$ cat src/hdl/achfp_pkg.sv
package achfp_pkg;

  // character codes
  localparam logic [7:0] CHR_LT    = 8'h3C;  // '<'
  localparam logic [7:0] CHR_BANG  = 8'h21;  // '!'
  localparam logic [7:0] CHR_COMMA = 8'h2C;  // ','
  localparam logic [7:0] CHR_ONE   = 8'h31;  // '1'
  localparam logic [7:0] CHR_EIGHT = 8'h38;  // '8'
  localparam logic [7:0] CHR_ZERO  = 8'h30;  // '0'
  localparam logic [7:0] CHR_NINE  = 8'h39;  // '9'
  localparam logic [7:0] CHR_LA    = 8'h61;  // 'a'
  localparam logic [7:0] CHR_LF    = 8'h66;  // 'f'
  localparam logic [7:0] CHR_UA    = 8'h41;  // 'A'
  localparam logic [7:0] CHR_UF    = 8'h46;  // 'F'

  // field widths
  localparam int unsigned ID_W    = 32;
  localparam int unsigned LEN_W   = 4;
  localparam int unsigned PAY_W   = 64;
  localparam int unsigned CNT_W   = 4;
  localparam int unsigned ID_CHARS = 8;

  // parser states
  typedef enum logic [2:0] {
    ST_HUNT    = 3'd0,
    ST_BANG    = 3'd1,
    ST_ID      = 3'd2,
    ST_COMMA1  = 3'd3,
    ST_LEN     = 3'd4,
    ST_COMMA2  = 3'd5,
    ST_PAYLOAD = 3'd6
  } parse_state_t;

  // one finished frame from the parser core
  typedef struct packed {
    logic               hit;
    logic [ID_W-1:0]    frame_id;
    logic [LEN_W-1:0]   frame_len;
    logic [PAY_W-1:0]   frame_payload;
  } frame_res_t;

  // hex digit value, zero for anything that is not a hex digit
  function automatic logic [3:0] hex_nibble(input logic [7:0] c);
    logic [7:0] v;
    v = 8'd0;
    if (c >= CHR_ZERO && c <= CHR_NINE) begin
      v = c - CHR_ZERO;
    end else if (c >= CHR_LA && c <= CHR_LF) begin
      v = c - CHR_LA + 8'd10;
    end else if (c >= CHR_UA && c <= CHR_UF) begin
      v = c - CHR_UA + 8'd10;
    end
    return v[3:0];
  endfunction

endpackage

$ cat src/hdl/achfp_core.sv
module achfp_core (
  input  logic                  clk,
  input  logic                  rst_n,
  input  logic                  step_en,
  input  logic [7:0]            rx_byte,
  output achfp_pkg::frame_res_t res
);

  achfp_pkg::parse_state_t state_r, state_nxt;
  logic [achfp_pkg::CNT_W-1:0] count_r, count_nxt;
  logic [achfp_pkg::ID_W-1:0]  id_r, id_nxt;
  logic [achfp_pkg::LEN_W-1:0] len_r, len_nxt;
  logic [achfp_pkg::PAY_W-1:0] pay_r, pay_nxt;

  logic [3:0]                  nib;
  logic [5:0]                  pay_sh;
  logic [achfp_pkg::PAY_W-1:0] pay_merged;
  logic                        last_char;
  logic                        len_ok;

  // character decode
  assign nib        = achfp_pkg::hex_nibble(rx_byte);
  assign pay_sh     = {count_r[3:1], ~count_r[0], 2'b00};
  assign pay_merged = pay_r | ({{(achfp_pkg::PAY_W-4){1'b0}}, nib} << pay_sh);
  assign last_char  = ({1'b0, count_r} + 5'd1) == {len_r, 1'b0};
  assign len_ok     = (rx_byte >= achfp_pkg::CHR_ONE) && (rx_byte <= achfp_pkg::CHR_EIGHT);

  // next state
  always_comb begin
    state_nxt = state_r;
    unique case (state_r)
      achfp_pkg::ST_HUNT: begin
        state_nxt = (rx_byte == achfp_pkg::CHR_LT) ? achfp_pkg::ST_BANG : achfp_pkg::ST_HUNT;
      end
      achfp_pkg::ST_BANG: begin
        state_nxt = (rx_byte == achfp_pkg::CHR_BANG) ? achfp_pkg::ST_ID : achfp_pkg::ST_HUNT;
      end
      achfp_pkg::ST_ID: begin
        if (count_r == 4'(achfp_pkg::ID_CHARS - 1)) begin
          state_nxt = achfp_pkg::ST_COMMA1;
        end
      end
      achfp_pkg::ST_COMMA1: begin
        state_nxt = (rx_byte == achfp_pkg::CHR_COMMA) ? achfp_pkg::ST_LEN : achfp_pkg::ST_HUNT;
      end
      achfp_pkg::ST_LEN: begin
        state_nxt = len_ok ? achfp_pkg::ST_COMMA2 : achfp_pkg::ST_HUNT;
      end
      achfp_pkg::ST_COMMA2: begin
        state_nxt = (rx_byte == achfp_pkg::CHR_COMMA) ? achfp_pkg::ST_PAYLOAD : achfp_pkg::ST_HUNT;
      end
      achfp_pkg::ST_PAYLOAD: begin
        if (last_char) begin
          state_nxt = achfp_pkg::ST_HUNT;
        end
      end
      default: begin
        state_nxt = achfp_pkg::ST_HUNT;
      end
    endcase
  end

  // accumulators and frame result
  always_comb begin
    count_nxt         = count_r;
    id_nxt            = id_r;
    len_nxt           = len_r;
    pay_nxt           = pay_r;
    res.hit           = 1'b0;
    res.frame_id      = id_r;
    res.frame_len     = len_r;
    res.frame_payload = pay_merged;
    unique case (state_r)
      achfp_pkg::ST_BANG: begin
        if (rx_byte == achfp_pkg::CHR_BANG) begin
          count_nxt = '0;
          id_nxt    = '0;
        end
      end
      achfp_pkg::ST_ID: begin
        id_nxt    = {id_r[achfp_pkg::ID_W-5:0], nib};
        count_nxt = count_r + 4'd1;
      end
      achfp_pkg::ST_LEN: begin
        if (len_ok) begin
          count_nxt = '0;
          len_nxt   = rx_byte[3:0];
          pay_nxt   = '0;
        end
      end
      achfp_pkg::ST_PAYLOAD: begin
        pay_nxt = pay_merged;
        if (last_char) begin
          res.hit   = 1'b1;
          count_nxt = '0;
        end else begin
          count_nxt = count_r + 4'd1;
        end
      end
      default: begin
        count_nxt = count_r;
      end
    endcase
  end

  // state registers
  always_ff @(posedge clk) begin
    if (!rst_n) begin
      state_r <= achfp_pkg::ST_HUNT;
      count_r <= '0;
      len_r   <= '0;
    end else if (step_en) begin
      state_r <= state_nxt;
      count_r <= count_nxt;
      len_r   <= len_nxt;
    end
  end

  always_ff @(posedge clk) begin
    if (step_en) begin
      id_r  <= id_nxt;
      pay_r <= pay_nxt;
    end
  end

  // checks
  a_hit_in_payload: assert property (@(posedge clk) disable iff (!rst_n)
    res.hit |-> state_r == achfp_pkg::ST_PAYLOAD)
    else $error("frame completed outside payload phase");

  a_id_count: assert property (@(posedge clk) disable iff (!rst_n)
    state_r == achfp_pkg::ST_ID |-> count_r < 4'(achfp_pkg::ID_CHARS))
    else $error("id character count overran");

  a_pay_count: assert property (@(posedge clk) disable iff (!rst_n)
    state_r == achfp_pkg::ST_PAYLOAD |->
      ({1'b0, count_r} < {len_r, 1'b0}) && len_r >= 4'd1 && len_r <= 4'd8)
    else $error("payload count or length out of range");

endmodule

$ cat src/hdl/ascii_hex_can_frame_parser.sv
// a word in the input register steps the parser; a completed frame goes to the output register
// throughput: one word per cycle while the output register is free or being taken
// the input register moves on whenever the output register is empty or being taken
// reset (rst_n low, synchronous) returns the parser to hunting for '<'
// and empties both the input and output registers
module ascii_hex_can_frame_parser (
  input  logic                          clk,
  input  logic                          rst_n,
  input  logic                          in_valid,
  output logic                          in_stall,
  input  logic [7:0]                    in_rx_byte,
  output logic                          out_valid,
  input  logic                          out_stall,
  output logic [achfp_pkg::ID_W-1:0]    out_frame_id,
  output logic [achfp_pkg::LEN_W-1:0]   out_frame_len,
  output logic [achfp_pkg::PAY_W-1:0]   out_frame_payload
);

  logic                         in_valid_r;
  logic [7:0]                   in_byte_r;
  logic                         out_valid_r;
  logic [achfp_pkg::ID_W-1:0]   out_id_r;
  logic [achfp_pkg::LEN_W-1:0]  out_len_r;
  logic [achfp_pkg::PAY_W-1:0]  out_pay_r;
  logic                         adv;
  logic                         step_en;
  achfp_pkg::frame_res_t        res;

  // pipeline advance
  assign adv      = !out_valid_r || !out_stall;
  assign step_en  = in_valid_r && adv;
  assign in_stall = in_valid_r && !adv;

  // input register
  always_ff @(posedge clk) begin
    if (!rst_n) begin
      in_valid_r <= 1'b0;
    end else if (!in_stall) begin
      in_valid_r <= in_valid;
    end
  end

  always_ff @(posedge clk) begin
    if (in_valid && !in_stall) begin
      in_byte_r <= in_rx_byte;
    end
  end

  // parser
  achfp_core u_core (
    .clk     (clk),
    .rst_n   (rst_n),
    .step_en (step_en),
    .rx_byte (in_byte_r),
    .res     (res)
  );

  // output register
  always_ff @(posedge clk) begin
    if (!rst_n) begin
      out_valid_r <= 1'b0;
    end else if (adv) begin
      out_valid_r <= step_en && res.hit;
    end
  end

  always_ff @(posedge clk) begin
    if (step_en && res.hit) begin
      out_id_r  <= res.frame_id;
      out_len_r <= res.frame_len;
      out_pay_r <= res.frame_payload;
    end
  end

  assign out_valid         = out_valid_r;
  assign out_frame_id      = out_id_r;
  assign out_frame_len     = out_len_r;
  assign out_frame_payload = out_pay_r;

  // checks
  a_no_overwrite: assert property (@(posedge clk) disable iff (!rst_n)
    out_valid_r && out_stall |-> !step_en)
    else $error("held frame would be overwritten");

  a_len_range: assert property (@(posedge clk) disable iff (!rst_n)
    out_valid_r |-> out_len_r >= 4'd1 && out_len_r <= 4'd8)
    else $error("frame length out of range");

  a_stall_needs_word: assert property (@(posedge clk) disable iff (!rst_n)
    in_stall |-> in_valid_r && out_valid_r)
    else $error("input stalled with nothing pending");

endmodule
$ cat config.mk
export PLATFORM = sky130hd
export DESIGN_NAME = ascii_hex_can_frame_parser
export DESIGN_NICKNAME = d
export VERILOG_FILES = /design/src/hdl/achfp_pkg.sv /design/src/hdl/achfp_core.sv /design/src/hdl/ascii_hex_can_frame_parser.sv
export SDC_FILE = /design/constraint.sdc
export NUM_CORES = 1
export LEC_CHECK = 0
export BUFFER_PORTS_ARGS = -buffer_cell sky130_fd_sc_hd__buf_2
export CORE_MARGIN = 8
export CORE_UTILIZATION = 25
export DETAILED_ROUTE_END_ITERATION = 7
export PLACE_DENSITY = 0.41
export SYNTH_ARGS = -nofsm -noshare
export SYNTH_HDL_FRONTEND = slang
export SYNTH_SLANG_ARGS = --single-unit
$ cat constraint.sdc
create_clock -name clk -period 6.6 [get_ports clk]
set_clock_uncertainty 0.2 [all_clocks]
set_input_delay 0.66 -clock clk [delete_from_list [all_inputs] [get_ports clk]]
set_output_delay 0.66 -clock clk [all_outputs]
set_load 0.03 [all_outputs]
**Yosys cells after proc, flatten, opt, wreduce, memory -nomap -nowiden**

Index checks and enable logic that the tools add are counted.

- Bits in registers: 217
- Input bits: 12

- $add $sub $neg: 7
- Magnitude comparators: 8
- Eq/ne operators: 15
- Shifts and indexed selects: 1
- Muxes and demuxes: 21
- Bitwise gates (word level): 2
- Reductions and logical operators: 22

Operators by type and width:

| operator | number |
|---|---|
| case mux 64 bit (2 select lines) | 1 |
| two-way mux 64 bit | 1 |
| OR 64 bit | 1 |
| case mux 32 bit (2 select lines) | 1 |
| left shift 4 x 6 -> 64 bit | 1 |
| two-way mux 32 bit | 1 |
| == test 8 x 6 -> 1 bit, second input constant | 3 |
| two-way mux 4 bit | 6 |
| case mux 3 bit (7 select lines) | 1 |
| >= comparator 8 x 6 -> 1 bit, second input constant | 2 |
| >= comparator 8 x 7 -> 1 bit, second input constant | 2 |
| less-or-equal comparator 8 x 6 -> 1 bit, second input constant | 2 |
| less-or-equal comparator 8 x 7 -> 1 bit, second input constant | 2 |
| case mux 4 bit (4 select lines) | 1 |
| two-way mux 3 bit | 5 |
| AND reduction 3 bit | 4 |
| subtractor 4 x 1 -> 4 bit, second input constant | 3 |
| == test 3 bit, second input constant | 3 |
| adder 4 bit, second input constant | 2 |
| logical AND 1 bit | 8 |
| != test 2 x 1 -> 1 bit, second input constant | 4 |
| == test 3 x 2 -> 1 bit, second input constant | 2 |
| adder 4 x 1 -> 5 bit, second input constant | 1 |
| == test 5 bit | 1 |
| 12 further kinds | 18 |

**Depth between registers and ports, before layout**

- Word-level depth: 8
- Mapped depth: 8
- Depth with buffers taken out: 7

**By module**

A second synthesis with hierarchy kept.

- Cell total of the unflattened synthesis: 543
- Area total of the unflattened synthesis: 8,490.6 um^2

By module, submodules not included:

| module | instances | cells each | area each (um^2) | seq. area each (um^2) |
|---|---|---|---|---|
| achfp_core | 1 | 425 | 5,156.2 | 3,103.0 |
| ascii_hex_can_frame_parser | 1 | 118 | 3,334.4 | 3,283.1 |

**Worst setup path before layout**

Ideal clock, no wire load.

- Path type: register to register
- Start point: register in_byte_r[0]
- End point: register u_core.pay_r[0] (netlist name) (enable)
- Arrival time: 4,382 ps
- Data required time: 5,893 ps
- Slack: 1,511 ps
- Stages on the path, launching flop included: 6
- Buffers on the path: 0
- Clock period less this slack: 5,089 ps
- Cell sequence: edfxtp_1 > inv_1 > ha_1 > or4b_4 > o2111ai_1 > a21oi_1

- Longest elaborated chain between the ends: 4
- Elaborated cells on any way between the ends: 5
- Classes of those cells: order compare (2); eq/ne (1); reduce/logical (2)

RTL lines:

| item | RTL line | RTL |
|---|---|---|
| from (decl) | ascii_hex_can_frame_parser.sv:20 | `logic [7:0] in_byte_r;` |
| from (signal assigned) | ascii_hex_can_frame_parser.sv:45 | `in_byte_r <= in_rx_byte;` |
| >= comparator 8 x 6 -> 1 bit or less-or-equal comparator 8 x 6 -> 1 bit (tied branches) | achfp_core.sv:26 | `assign len_ok = (rx_byte >= achfp_pkg::CHR_ONE) && (rx_byte <= achfp_pkg::CHR_EIGHT);` |
| logical AND 1 bit * | achfp_core.sv:26 |  |
| != test 2 x 1 -> 1 bit (no line) * | n/a |  |
| AND reduction 3 bit (no line) * | n/a |  |
| to (signal assigned) | achfp_core.sv:122 | `pay_r <= pay_nxt;` |
| to (decl) | achfp_core.sv:13 | `logic [achfp_pkg::PAY_W-1:0] pay_r, pay_nxt;` |

Mark *: on every way between the ends. The rest lies on a longest branch, timed or not.
A chain may end at the register's enable or synchronous reset.

**Final worst setup path**

- Start point: register u_core.count_r[0] (netlist name)
- End point: register out_pay_r (netlist bit out_frame_payload[24]) (enable)

- Longest elaborated chain between the ends: 5

RTL lines:

| item | RTL line | RTL |
|---|---|---|
| from (decl) | achfp_core.sv:10 | `logic [achfp_pkg::CNT_W-1:0] count_r, count_nxt;` |
| from (signal assigned) | achfp_core.sv:114 | `count_r <= count_nxt;` |
| adder 4 x 1 -> 5 bit | achfp_core.sv:25 | `assign last_char = ({1'b0, count_r} + 5'd1) == {len_r, 1'b0};` |
| == test 5 bit | achfp_core.sv:25 |  |
| two-way mux 1 bit | achfp_core.sv:93 | `if (last_char) begin` |
| two-way mux 1 bit | achfp_core.sv:73 | `unique case (state_r)` |
| logical AND 1 bit | ascii_hex_can_frame_parser.sv:68 | `if (step_en && res.hit) begin` |
| to (signal assigned) | ascii_hex_can_frame_parser.sv:71 | `out_pay_r <= res.frame_payload;` |
| to (decl) | ascii_hex_can_frame_parser.sv:24 | `logic [achfp_pkg::PAY_W-1:0] out_pay_r;` |

Every way passes these cells.

==> metrics.csv <==
metric,value,unit
CP Data Arrival Time,3610,ps
worst-path fanout max,65,
static leakage power,4.00,nW
sequential share of the synthesized area,74.5,%
total wire length,21100,µm
power share of the combinational group,2.1,%
number of routed nets with antenna violations,0,
mean number of vias per cell,4.41,
DRC violation count after routing,0,
final design utilization,30.7,%
most area-consuming cells after synthesis,"edfxtp_1, a21o_1, and2_1, dfxtp_1, and3_1",
fraction of layout cells with a size suffix above 1,24.3,%
slew at the pin with the worst max-slew slack,1140,ps
max-slew headroom at the worst pin,24.1,%
reg-to-reg setup timing slack,2940,ps
highest clock frequency the design can meet,273,MHz
setup repair after global routing missed its margin,false,
Ys Warns,0,
IR Drop Worst-Case VDD,142,µV
fraction of registers with async set or reset after synthesis,0,%
prevailing post-synth register cell,edfxtp_1,
final slew viol count,0,
Clk pwr share,46.3,%
die span in x,201,µm
number of antenna repair diodes,0,
clock period minus final worst setup slack,3660,ps
placeable core area,0.0342,mm²
list of most frequent post-synthesis cells,"edfxtp_1, and2_1, a21o_1, nand2_1, and3_1",
hpwl dp,14100,µm
clock root cell,clkbuf_16,
Post CTS Setup Buffer Count,0,
initial antenna violation count,0,
combined global-route utilization of all metal layers,10.1,%
#FFs+latches synth,217,
switch share,20.1,%
buffers added on ports,113,
most common cell in the synthesized netlist,edfxtp_1,
Layout Cells excl Fill,1172,
clock-pin slew on the worst setup and hold paths,60,ps
layout overhead on the synthesized area,22.2,%
routability cong.,0.840,
worst path required time,6550,ps
largest net degree at the start of global routing,66,
remaining global-route overflow,0,
Tightest Hold Check Type,primary input to flip-flop,
H-Tree Level Count,1,
Critical Path Sink Type,flip-flop,
wire length of the first global-routing pass,32700,µm
CTS Buffer Depth,3,
total negative slack for setup checks,0,ps
CTS tree,built,
Post-Syn Area per Cell,14.8,µm²
Netlist Area Pre-Place,0.00858,mm²
status,"complete, no violations",
via count of the first global-routing pass,5417,
via total after detailed routing,5171,
pwr dens,279,mW/mm²
DR pass1 iterations,5,
Max-Cap Viols,0,
Critical Setup Path Class,flip-flop to flip-flop,
overall die area,0.0405,mm²
number of distinct library cells after synthesis,55,
critical path launch point type,flip-flop,
net count after synthesis,597,
fin crit share,55.5,%
"Hold Violations, Final",0,
TritonCTS sink count,217,
total placed cells including tap cells,1128,
sequential power share,51.7,%
switching component of the power,0.000589,W
Cell Int Power,0.00233,W
number of instances resized during post-cts repair,0,
hold-fix buffer count after cts,0,
Wirelength per Cell,18.0,µm
Site Rows,68,
fin nets,716,
starting density of the core,25.1,%
number of flops mapped to enable cells by yosys,204,
share of Yosys cell area claimed by the top area cell type,71.4,%
leading area contributor after synthesis,edfxtp_1,
cell count after synthesis,581,
count of endpoints failing setup in the final report,0,
IO Count,114,
Num CTS Buffers,25,
source-to-sink clock delay at the later pin of the worst-skew pair,500,ps
floorplan die height,201,µm
Iter 0 DRT Violations,366,
==> stage by stage <==
stage	area [µm²]	setup WS, ps	power (W)	hold WS [ps]
6_report	10500	2940	0.00292	139
5_1_grt	10500	2640	0.00303	112
4_1_cts	10500	2880	0.00297	119
3_5_place_dp	9670	2900	0.00160	206
3_3_place_gp	9670	3050	0.00160	200
2_1_floorplan	8580	1510	0.00158	200
==> critical path, cell delays in order (launching register included) <==
cell	delay, ps
dfxtp_1	670
ha_1	400
xnor2_1	120
a211o_1	340
nor2_1	130
nand4_1	180
inv_4	650
buf_4	540
==> power by group through the flow <==
stage / clock network [W] / registers [W] / logic (W)
after floorplan: 0 / 0.00153 / 0.0000428
after global placement: 0 / 0.00154 / 0.0000600
after detailed placement: 0 / 0.00154 / 0.0000610
after CTS: 0.00140 / 0.00151 / 0.0000612
after global routing: 0.00146 / 0.00151 / 0.0000665
final: 0.00135 / 0.00151 / 0.0000602
==> flip-flops by register name, summed over array words and instances, names as in the netlist <==
| register | cells |
|---|---|
| in_valid_r | 1 |
| u_core.len_r | 4 |
| out_frame_id | 32 |
| u_core.count_r | 4 |
| out_frame_len | 4 |
| out_valid | 1 |
| out_frame_payload | 64 |
| in_byte_r | 8 |
| u_core.state_r | 3 |
| u_core.id_r | 32 |
| u_core.pay_r | 64 |
==> metal layers <==
metal	wire, µm	global-route usage (%)	up-vias
li1	-	-	2423
met1	9920	13.6	2547
met2	9480	16.1	166
met3	1300	2.69	35
met4	431	2.17	0
met5	0	0	-
==> cell usage in the layout (no fill, tap or decap), drive strengths merged, types with 3 or more instances in the layout <==
cell,count
edfxtp,204
buf,119
and2,46
nand2,41
a21o,41
and3,32
clkbuf,29
o21ai,25
nor2,23
inv,16
o21bai,15
a21oi,15
dfxtp,13
a31oi,11
nand3,8
clkinv,8
nor3b,6
nand4,6
xnor2,4
ha,4
clkinvlp,4
nor2b,4
nor3,3
bufinv,3
nor4b,3
==> area by class of cell <==
type | count | area (µm²)
timing repair buffer | 119 | 611
clock buffer | 29 | 641
fill | 3434 | 23700
multi-input combinational | 321 | 2040
inverter | 16 | 62.6
clock inverter | 15 | 170
sequential | 217 | 6390
tap | 455 | 569
==> logic make-up (layout without fill, tap and decap cells) <==
logic type      count (synthesis)  count (layout)  synth area share [%]
xor+xnor                        6               6                 0.613
buf+inv                        43             179                  1.98
fa+ha+maj                       4               4                 0.584
flops                         217             217                  74.5
simple gates                  187             187                  12.4
compound gates                124             124                  9.99
==> worst paths after layout <==
kind,startpoint,endpoint,cells after the start
hold / removal,in_rx_byte[4],in_byte_r[4],1
setup / recovery,u_core.count_r[0],out_frame_payload[24],7
setup reg to reg,u_core.count_r[0],out_frame_payload[24],7
hold reg to reg,u_core.id_r[31],out_frame_id[31],0
Note: power is estimated with default switching activity, not from simulation.
